File: src/hdl/gated_pulse_count_reporter_top_macros.svh
// assertion macros for the gated pulse count reporter
// expects clk_i and rst_ni in the scope of each use
`ifndef GATED_PULSE_COUNT_REPORTER_TOP_MACROS_SVH
`define GATED_PULSE_COUNT_REPORTER_TOP_MACROS_SVH

// condition that must hold in the same cycle
`define GPCR_ASSERT_NOW(lbl, ante, cons, msg) \
  lbl: assert property (@(posedge clk_i) disable iff (!rst_ni) (ante) |-> (cons)) \
    else $error(msg);

// condition that must hold in the cycle after the antecedent
`define GPCR_ASSERT_NEXT(lbl, ante, cons, msg) \
  lbl: assert property (@(posedge clk_i) disable iff (!rst_ni) (ante) |=> (cons)) \
    else $error(msg);

`endif

File: src/hdl/gpcr_pkg.sv
// shared types and constants of the gated pulse count reporter
// no dependencies
`timescale 1ns / 1ps
`default_nettype none

package gpcr_pkg;

  // field widths
  localparam int unsigned ColorW = 3;
  localparam int unsigned CharW  = 8;
  localparam int unsigned CfgW   = 8;
  localparam int unsigned CfgIdxW = 1;
  localparam int unsigned TickW  = 8;
  localparam int unsigned PulseW = 10;

  // default number of report digits
  localparam int unsigned DigitsDef = 3;

  // counter limits and register resets
  localparam logic [PulseW-1:0] PulseMax     = 10'd999;
  localparam logic [TickW-1:0]  TickMax      = 8'd255;
  localparam logic [CfgW-1:0]   ReportTickRst = 8'd8;
  localparam logic [CfgW-1:0]   EndTickRst    = 8'd16;

  // report characters
  localparam logic [CharW-1:0] CharZero = 8'h30;
  localparam logic [CharW-1:0] CharCr   = 8'd13;
  localparam logic [CharW-1:0] CharLf   = 8'd10;

  // configuration register indexes
  localparam logic [CfgIdxW-1:0] CfgReportTick = 1'b0;
  localparam logic [CfgIdxW-1:0] CfgEndTick    = 1'b1;

  typedef enum logic [1:0] {
    PH_IDLE = 2'd0,
    PH_MEAS = 2'd1,
    PH_DONE = 2'd2
  } phase_e;

  typedef enum logic [ColorW-1:0] {
    COLOR_OFF    = 3'd0,
    COLOR_RED    = 3'd1,
    COLOR_YELLOW = 3'd2,
    COLOR_WHITE  = 3'd3,
    COLOR_VIOLET = 3'd4
  } color_e;

endpackage

`default_nettype wire

File: src/hdl/gpcr_in_if.sv
// sample channel: one word is one sample of the three pin levels
// depends on nothing
`timescale 1ns / 1ps
`default_nettype none

interface gpcr_in_if;
  logic valid;
  logic ready;
  logic gate_pressed;
  logic pulse_edge;
  logic period_tick;

  modport source (output valid, output gate_pressed, output pulse_edge,
                  output period_tick, input ready);
  modport sink   (input valid, input gate_pressed, input pulse_edge,
                  input period_tick, output ready);
endinterface

`default_nettype wire

File: src/hdl/gpcr_out_if.sv
// result channel: led, valve and report character words
// depends on gpcr_pkg for field widths
`timescale 1ns / 1ps
`default_nettype none

interface gpcr_out_if;
  import gpcr_pkg::*;
  logic              valid;
  logic              ready;
  logic [ColorW-1:0] led_color;
  logic              valve_open;
  logic              char_valid;
  logic [CharW-1:0]  tx_char;
  logic              last;

  modport source (output valid, output led_color, output valve_open, output char_valid,
                  output tx_char, output last, input ready);
  modport sink   (input valid, input led_color, input valve_open, input char_valid,
                  input tx_char, input last, output ready);
endinterface

`default_nettype wire

File: src/hdl/gated_pulse_count_reporter_top.sv
// gated pulse count reporter: controller state, result register and report serializer
// depends on gpcr_pkg, gpcr_in_if, gpcr_out_if and the assertion macro header
//
// usage
//   in_if carries one sample word per handshake: gate level, pulse edge, period tick.
//   out_if carries result words: led color, valve drive, and an optional report
//   character with a last flag marking the final word caused by a sample.
//   cfg_we_i / cfg_idx_i / cfg_wdata_i write report_tick (index 0) and end_tick
//   (index 1); write only while no result is pending.
// timing
//   a sample is taken and the controller updated in the cycle it is accepted; its
//   first result word is valid on the next cycle.
//   ordinary samples give a word each, taken every cycle while out_if.ready is high.
//   a report gives DIGITS+2 words (digits, CR, LF) drained one per cycle by the
//   serializer while out_if.ready is high; no new sample is taken until LF leaves.
//   in_if.ready stays high while the result register is empty or its last word
//   is leaving, so a new sample overlaps the final word of the one before.
// reset and stall
//   reset clears the controller (idle, counts zero, timer stopped, led off, valve
//   closed), restores the register defaults and empties the result register.
//   when out_if.ready is low the current word holds and in_if.ready falls.
`timescale 1ns / 1ps
`default_nettype none
`include "gated_pulse_count_reporter_top_macros.svh"

module gated_pulse_count_reporter_top #(
  parameter int unsigned DIGITS = gpcr_pkg::DigitsDef
) (
  input  wire                              clk_i,
  input  wire                              rst_ni,
  input  wire                              cfg_we_i,
  input  wire  [gpcr_pkg::CfgIdxW-1:0]     cfg_idx_i,
  input  wire  [gpcr_pkg::CfgW-1:0]        cfg_wdata_i,
  gpcr_in_if.sink                          in_if,
  gpcr_out_if.source                       out_if
);
  import gpcr_pkg::*;

  localparam int unsigned IdxW = $clog2(DIGITS + 2);
  localparam logic [IdxW-1:0] LastIdx = IdxW'(DIGITS + 1);
  localparam logic [IdxW-1:0] CrIdx   = IdxW'(DIGITS);
  localparam logic [IdxW-1:0] TopPos  = IdxW'(DIGITS - 1);

  // configuration registers
  logic [CfgW-1:0] report_tick_q, end_tick_q;

  // controller state
  phase_e           phase_q, phase_d;
  logic [TickW-1:0] tick_q, tick_d;
  logic [PulseW-1:0] pulse_q, pulse_d;
  logic             timer_q, timer_d;
  color_e           color_q, color_d;
  logic             valve_q, valve_d;
  logic             report_d;
  logic [TickW-1:0] tick_inc;
  logic [PulseW-1:0] pulse_inc;

  // result register and serializer
  logic              out_valid_q;
  color_e            res_color_q;
  logic              res_valve_q;
  logic              res_report_q;
  logic [IdxW-1:0]   idx_q;
  logic [PulseW-1:0] res_val_q;

  logic in_fire, out_fire, out_last, in_ready;

  // digit extraction
  logic [17:0]       prod10;
  logic [15:0]       prod100;
  logic [6:0]        q10;
  logic [3:0]        q100;
  logic [PulseW-1:0] tens10;
  logic [6:0]        tens100;
  logic [PulseW-1:0] rem10;
  logic [6:0]        rem100;
  logic [3:0]        d0, d1, d2, digit;
  logic [IdxW-1:0]   pos;
  logic [CharW-1:0]  char_sel;

  // handshake
  assign out_last = !res_report_q || (idx_q == LastIdx);
  assign in_ready = !out_valid_q || (out_if.ready && out_last);
  assign in_if.ready = in_ready;
  assign in_fire  = in_if.valid && in_ready;
  assign out_fire = out_valid_q && out_if.ready;

  // configuration writes
  always_ff @(posedge clk_i or negedge rst_ni) begin
    if (!rst_ni) begin
      report_tick_q <= ReportTickRst;
      end_tick_q    <= EndTickRst;
    end else if (cfg_we_i) begin
      case (cfg_idx_i)
        CfgReportTick: report_tick_q <= cfg_wdata_i;
        CfgEndTick:    end_tick_q    <= cfg_wdata_i;
        default: ;
      endcase
    end
  end

  // saturating counter increments
  always_comb begin
    tick_inc = tick_q;
    if (in_if.period_tick && timer_q && (tick_q != TickMax)) begin
      tick_inc = tick_q + TickW'(1);
    end
    pulse_inc = pulse_q;
    if (in_if.gate_pressed && in_if.pulse_edge && (pulse_q < PulseMax)) begin
      pulse_inc = pulse_q + PulseW'(1);
    end
  end

  // controller next state
  always_comb begin
    phase_d  = phase_q;
    tick_d   = tick_inc;
    pulse_d  = pulse_inc;
    timer_d  = timer_q;
    color_d  = color_q;
    valve_d  = valve_q;
    report_d = 1'b0;
    if (!in_if.gate_pressed) begin
      color_d = COLOR_RED;
      valve_d = 1'b0;
      tick_d  = '0;
      pulse_d = '0;
      phase_d = PH_IDLE;
    end else if (phase_q == PH_IDLE) begin
      color_d = COLOR_YELLOW;
      valve_d = 1'b1;
      tick_d  = '0;
      pulse_d = '0;
      timer_d = 1'b1;
      phase_d = PH_MEAS;
    end else if ((phase_q == PH_MEAS) && (tick_inc == report_tick_q)) begin
      color_d  = COLOR_WHITE;
      phase_d  = PH_DONE;
      report_d = 1'b1;
    end else if (tick_inc >= end_tick_q) begin
      timer_d = 1'b0;
      color_d = COLOR_VIOLET;
      phase_d = PH_IDLE;
    end
  end

  // controller state registers
  always_ff @(posedge clk_i or negedge rst_ni) begin
    if (!rst_ni) begin
      phase_q <= PH_IDLE;
      tick_q  <= '0;
      pulse_q <= '0;
      timer_q <= 1'b0;
      color_q <= COLOR_OFF;
      valve_q <= 1'b0;
    end else if (in_fire) begin
      phase_q <= phase_d;
      tick_q  <= tick_d;
      pulse_q <= pulse_d;
      timer_q <= timer_d;
      color_q <= color_d;
      valve_q <= valve_d;
    end
  end

  // result valid and serializer index
  always_ff @(posedge clk_i or negedge rst_ni) begin
    if (!rst_ni) begin
      out_valid_q <= 1'b0;
      idx_q       <= '0;
    end else if (in_fire) begin
      out_valid_q <= 1'b1;
      idx_q       <= '0;
    end else if (out_fire) begin
      if (out_last) begin
        out_valid_q <= 1'b0;
      end else begin
        idx_q <= idx_q + IdxW'(1);
      end
    end
  end

  // result payload
  always_ff @(posedge clk_i) begin
    if (in_fire) begin
      res_color_q  <= color_d;
      res_valve_q  <= valve_d;
      res_report_q <= report_d;
      res_val_q    <= pulse_d;
    end
  end

  // decimal digits by reciprocal multiply, exact for counts up to 999
  always_comb begin
    prod10  = 18'({8'b0, res_val_q} * 18'd205);
    prod100 = 16'({6'b0, res_val_q} * 16'd41);
    q10     = prod10[17:11];
    q100    = prod100[15:12];
    tens10  = {q10, 3'b0} + {2'b0, q10, 1'b0};
    tens100 = {q100, 3'b0} + {2'b0, q100, 1'b0};
    rem10   = res_val_q - tens10;
    rem100  = q10 - tens100;
    d0      = rem10[3:0];
    d1      = rem100[3:0];
    d2      = q100;
  end

  // character select: digits most significant first, then CR, then LF
  always_comb begin
    pos = TopPos - idx_q;
    if (pos == IdxW'(0)) begin
      digit = d0;
    end else if (pos == IdxW'(1)) begin
      digit = d1;
    end else if (pos == IdxW'(2)) begin
      digit = d2;
    end else begin
      digit = '0;
    end
    if (idx_q == LastIdx) begin
      char_sel = CharLf;
    end else if (idx_q == CrIdx) begin
      char_sel = CharCr;
    end else begin
      char_sel = CharZero + {4'b0, digit};
    end
  end

  // result port
  assign out_if.valid      = out_valid_q;
  assign out_if.led_color  = res_color_q;
  assign out_if.valve_open = res_valve_q;
  assign out_if.char_valid = res_report_q;
  assign out_if.tx_char    = res_report_q ? char_sel : '0;
  assign out_if.last       = out_last;

  // assertions
  `GPCR_ASSERT_NEXT(a_result_after_accept, in_fire, out_valid_q,
                    "accepted sample left no result word")
  `GPCR_ASSERT_NOW(a_report_blocks_input, out_valid_q && res_report_q && (idx_q != LastIdx),
                   !in_ready, "sample accepted while report characters are pending")
  `GPCR_ASSERT_NOW(a_meas_timer_runs, phase_q == PH_MEAS, timer_q,
                   "measuring with the timer stopped")
  `GPCR_ASSERT_NOW(a_reported_valve_open, phase_q == PH_DONE, valve_q,
                   "reported phase with the valve closed")
  `GPCR_ASSERT_NOW(a_pulse_saturates, 1'b1, pulse_q <= PulseMax,
                   "pulse count beyond its limit")

endmodule

`default_nettype wire

File: src/flat_wrapper.sv
// flat-port wrapper written by rule: the top's interface ports become plain ports
module gated_pulse_count_reporter_top_flat import gpcr_pkg::*;
#(
  parameter int unsigned DIGITS = gpcr_pkg::DigitsDef
)
  (clk_i, rst_ni, cfg_we_i, cfg_idx_i, cfg_wdata_i, in_if_valid, in_if_gate_pressed, in_if_pulse_edge, in_if_period_tick, in_if_ready, out_if_valid, out_if_led_color, out_if_valve_open, out_if_char_valid, out_if_tx_char, out_if_last, out_if_ready);
  gpcr_in_if in_if_i ();
  gpcr_out_if out_if_i ();
  input  wire clk_i;
  input  wire rst_ni;
  input  wire cfg_we_i;
  input  wire  [gpcr_pkg::CfgIdxW-1:0] cfg_idx_i;
  input  wire  [gpcr_pkg::CfgW-1:0] cfg_wdata_i;
  input wire logic [$bits(in_if_i.valid)-1:0] in_if_valid;
  input wire logic [$bits(in_if_i.gate_pressed)-1:0] in_if_gate_pressed;
  input wire logic [$bits(in_if_i.pulse_edge)-1:0] in_if_pulse_edge;
  input wire logic [$bits(in_if_i.period_tick)-1:0] in_if_period_tick;
  output wire logic [$bits(in_if_i.ready)-1:0] in_if_ready;
  output wire logic [$bits(out_if_i.valid)-1:0] out_if_valid;
  output wire logic [$bits(out_if_i.led_color)-1:0] out_if_led_color;
  output wire logic [$bits(out_if_i.valve_open)-1:0] out_if_valve_open;
  output wire logic [$bits(out_if_i.char_valid)-1:0] out_if_char_valid;
  output wire logic [$bits(out_if_i.tx_char)-1:0] out_if_tx_char;
  output wire logic [$bits(out_if_i.last)-1:0] out_if_last;
  input wire logic [$bits(out_if_i.ready)-1:0] out_if_ready;
  assign in_if_i.valid = in_if_valid;
  assign in_if_i.gate_pressed = in_if_gate_pressed;
  assign in_if_i.pulse_edge = in_if_pulse_edge;
  assign in_if_i.period_tick = in_if_period_tick;
  assign in_if_ready = in_if_i.ready;
  assign out_if_valid = out_if_i.valid;
  assign out_if_led_color = out_if_i.led_color;
  assign out_if_valve_open = out_if_i.valve_open;
  assign out_if_char_valid = out_if_i.char_valid;
  assign out_if_tx_char = out_if_i.tx_char;
  assign out_if_last = out_if_i.last;
  assign out_if_i.ready = out_if_ready;
  gated_pulse_count_reporter_top #(.DIGITS(DIGITS)) u_core (.clk_i(clk_i), .rst_ni(rst_ni), .cfg_we_i(cfg_we_i), .cfg_idx_i(cfg_idx_i), .cfg_wdata_i(cfg_wdata_i), .in_if(in_if_i), .out_if(out_if_i));
endmodule
File: config.mk
export PLATFORM = sky130hd
export DESIGN_NAME = gated_pulse_count_reporter_top_flat
export DESIGN_NICKNAME = d
export VERILOG_FILES = /design/src/hdl/gpcr_pkg.sv /design/src/hdl/gpcr_in_if.sv /design/src/hdl/gpcr_out_if.sv /design/src/hdl/gated_pulse_count_reporter_top.sv /design/src/flat_wrapper.sv
export VERILOG_INCLUDE_DIRS = /design/src /design/src/hdl
export SDC_FILE = /design/constraint.sdc
export NUM_CORES = 1
export LEC_CHECK = 0
export BUFFER_PORTS_ARGS = -buffer_cell sky130_fd_sc_hd__buf_2
export CAP_MARGIN = 10
export CELL_PAD_IN_SITES_DETAIL_PLACEMENT = 1
export CELL_PAD_IN_SITES_GLOBAL_PLACEMENT = 1
export CORE_MARGIN = 4
export CORE_UTILIZATION = 44
export CTS_CLUSTER_DIAMETER = 30
export DETAILED_ROUTE_END_ITERATION = 7
export PLACE_DENSITY = 0.85
export SKIP_CTS_REPAIR_TIMING = 1
export SLEW_MARGIN = 20
export SYNTH_ARGS = -nofsm -noshare
export SYNTH_HDL_FRONTEND = slang
export SYNTH_SLANG_ARGS = --single-unit
File: constraint.sdc
create_clock -name clk_i -period 4.6 [get_ports clk_i]
set_input_delay 0.23 -clock clk_i [delete_from_list [all_inputs] [get_ports clk_i]]
set_output_delay 0.23 -clock clk_i [all_outputs]
set_load 0.01 [all_outputs]
==> run_results.csv <==
group,metric,value,unit
finish,area_growth,20.8,%
route,drt_iter0_drc,303,
setup_path,criticalPathCategory,"flip-flop to output port",
finish,nets,772,
timing,setup_viol,4,
power,vdd_drop_max,0.182,mV
finish,num_antenna_cells,0,
finish,layout_common_cells,"inv_1, ha_1, nand2_1, buf_4, dfrtp_1",
setup_path,critPathArrivalTime,5.45,ns
timing,fin_skew,0.00814,ns
setup_path,worst_path_largest_cell_delay,0.58,ns
route,wl_per_cell,19.4,um
yosys,yosysWarnings,0,
grt,grt_start_max_net_pins,46,
setup_path,cp_slowest_cell,"fa_1",
status,status,"finished, violations left",
timing,min_period,5.68,ns
die,dieWidth,119,um
yosys,async_flop_share,75.0,%
yosys,synth_edf_count,15,
route,dr.pass1.iters,4,
worst_hold_path,hp-class,"input pin to flip-flop",
status,violations,"negative setup slack",
timing,fin_ws,-1.08,ns
die,rows,40,
flow_run,drv_cap,0,
die,io_pins,33,
setup_path,cp_max_fo,4,
clock_tree,clkLatencyLatePin,0.33,ns
placed_design,numPortBuffers,30,
finish,seqCellArea,1580,um^2
placed_design,hpwl,11600,um
clock_tree,numCtsBuffers,9,
die,die-area,14100,um^2
die,die-height,119,um
yosys,synth.avg_cell_area,9.58,um^2
grt,grt_usage,21.6,%
clock_tree,cts_buffer_depth,2,
grt,grt_pass1_vias,4937,
die,core,12000,um^2
timing,whs,0.124,ns
timing,slew_headroom,50.2,%
placed_design,post-place-ws,-0.711,ns
yosys,yosysUniqueCellTypes,60,
route,viasPerCell,5.49,
timing,rsz0062_at_grt,"yes",
yosys,ys_seq_elements,60,
timing,finalCritPeriodShare,123,%
clock_tree,cts_max_level,3,
finish,fin_util,54.2,%
setup_path,worst-path-buf-inv,4,
grt,antenna_found_initial,0,
route,totalWireLength,15400,um
placed_design,gp_congestion,0.886,
power,power_leakage,3.19,nW
grt,grt_pass1_wl,24500,um
route,antenna_left,0,
route,drc,0,
setup_path,crit_path_end_kind,"output port",
finish,layout-drive-gt1-share,23.0,%
clock_tree,root_buffer,"clkbuf_16",
setup_path,cp.required,4.37,ns
finish,nFillCells,1363,
die,start_util,44.8,%
yosys,synth_seq_area_share,29.3,%
grt,overflow,0,
timing,finalHoldViolCount,0,
timing,max_freq,0.176,GHz
finish,final_common_cell,"inv_1",
route,vias,4368,
setup_path,critPathTopFamily,"adder cells",
clock_tree,clk_pin_slew_worst_paths,0.06,ns
setup_path,path_common_cell,"fa_1",
power,power_density,443,nW/um^2
yosys,syn_area,5390,um^2
yosys,syn_inst,562,
timing,drv_slew,0,
finish,multiInputGateArea,3550,um^2
timing,tightest_slew,0.746,ns
clock_tree,clock_sinks,60,
yosys,ys.flop_type,"dfrtp_1",
setup_path,start_kind,"flip-flop",
clock_tree,tritoncts,"yes",
setup_path,crit_path_cell_trace,"buf_4 > ha_1 > fa_1 > fa_1 > inv_1 > fa_1 > inv_1 > ha_1 > o21ai_2 > nand2b_1 > o31a_1 > a21oi_2 > xor2_1 > ha_2 > a21oi_2 > a31oi_1 > a32oi_1 > o211ai_1 > xnor2_1 > o2bb2ai_2 > buf_2",
## metal layers
metal	track usage (%)	part of all wire [%]
met1	23.1	38
met2	42.4	56
met3	3.06	2.3
met4	7.60	3.9
met5	0	0
## cell usage after synthesis (all sizes together) (12+ instances only)
master  instances  share of area (%)
a21oi          17                1.6
dfrtp          43                 20
edfxtp         15                8.4
fa             20                7.4
ha             92                 21
inv            95                6.6
mux2           18                3.8
nand2          49                3.4
nand3          12                1.1
nor2           34                2.4
o21ai          29                2.7
xnor2          28                4.6
xor2           13                2.1
## layout make-up
cell class,count,share of cell area [%]
clock buffer,9,3.46
clock inverter,7,0.789
inverter,95,5.48
multi-input combinational,395,54.6
sequential,60,24.3
tap,147,2.83
timing repair buffer,82,8.56
## stage by stage
| stage | power (W) | area, um^2 | std cells | TNS [ns] |
|---|---|---|---|---|
| 6_report | 0.00288 | 6500 | 795 | -3.17 |
| 2_1_floorplan | 0.00160 | 5440 | 563 | -0.492 |
| 3_3_place_gp | 0.00192 | 6010 | 768 | -1.02 |
| 3_5_place_dp | 0.00205 | 6010 | 768 | -1.79 |
| 4_1_cts | 0.00270 | 6290 | 784 | -3.28 |
| 5_1_grt | 0.00309 | 6500 | 795 | -3.98 |
## sequential cells by signal, indices dropped and copies added, names as in the netlist
signal / flops
u_core.pulse_q: 10
u_core.res_val_q: 10
u_core.end_tick_q: 8
u_core.report_tick_q: 8
u_core.tick_q: 8
u_core.color_q: 3
u_core.idx_q: 3
u_core.out_if.led_color: 3
u_core.phase_q: 2
u_core.out_if.char_valid: 1
u_core.out_if.valid: 1
u_core.out_if.valve_open: 1
u_core.timer_q: 1
u_core.valve_q: 1
## report_power, final
group | leakage [nW] | total [W] | switching [W] | internal, W
logic | 2.35 | 0.00158 | 0.000831 | 0.000752
clock network | 0.132 | 0.000622 | 0.000256 | 0.000366
registers | 0.715 | 0.000673 | 0.0000598 | 0.000613
total | 3.19 | 0.00288 | 0.00115 | 0.00173
## cell families after synthesis
family / Yosys count / share of synthesized area (%)
mux: 21 / 4.32
flops: 60 / 29.3
fa+ha+maj: 112 / 28.8
buf+inv: 108 / 7.83
xor+xnor: 41 / 6.67
compound gates: 92 / 12.1
simple gates: 127 / 10.9
other cells: 1 / 0.0696
## worst paths after layout
check | start | to | slack, ns | cells past startpoint
min | in_if_valid | u_core.out_if.valid | 0.12 | 2
max reg2reg | u_core.tick_q[0] | u_core.out_if.led_color[2] | 1.00 | 12
max | u_core.res_val_q[7] | out_if_tx_char[3] | -1.08 | 21
min reg2reg | u_core.end_tick_q[2] | u_core.end_tick_q[2] | 0.51 | 1
min in group asynchronous | rst_ni | u_core.phase_q[0] | 0.45 | 2
max in group asynchronous | rst_ni | u_core.pulse_q[5] | 3.74 | 2
Note: power is estimated with default switching activity, not from simulation.
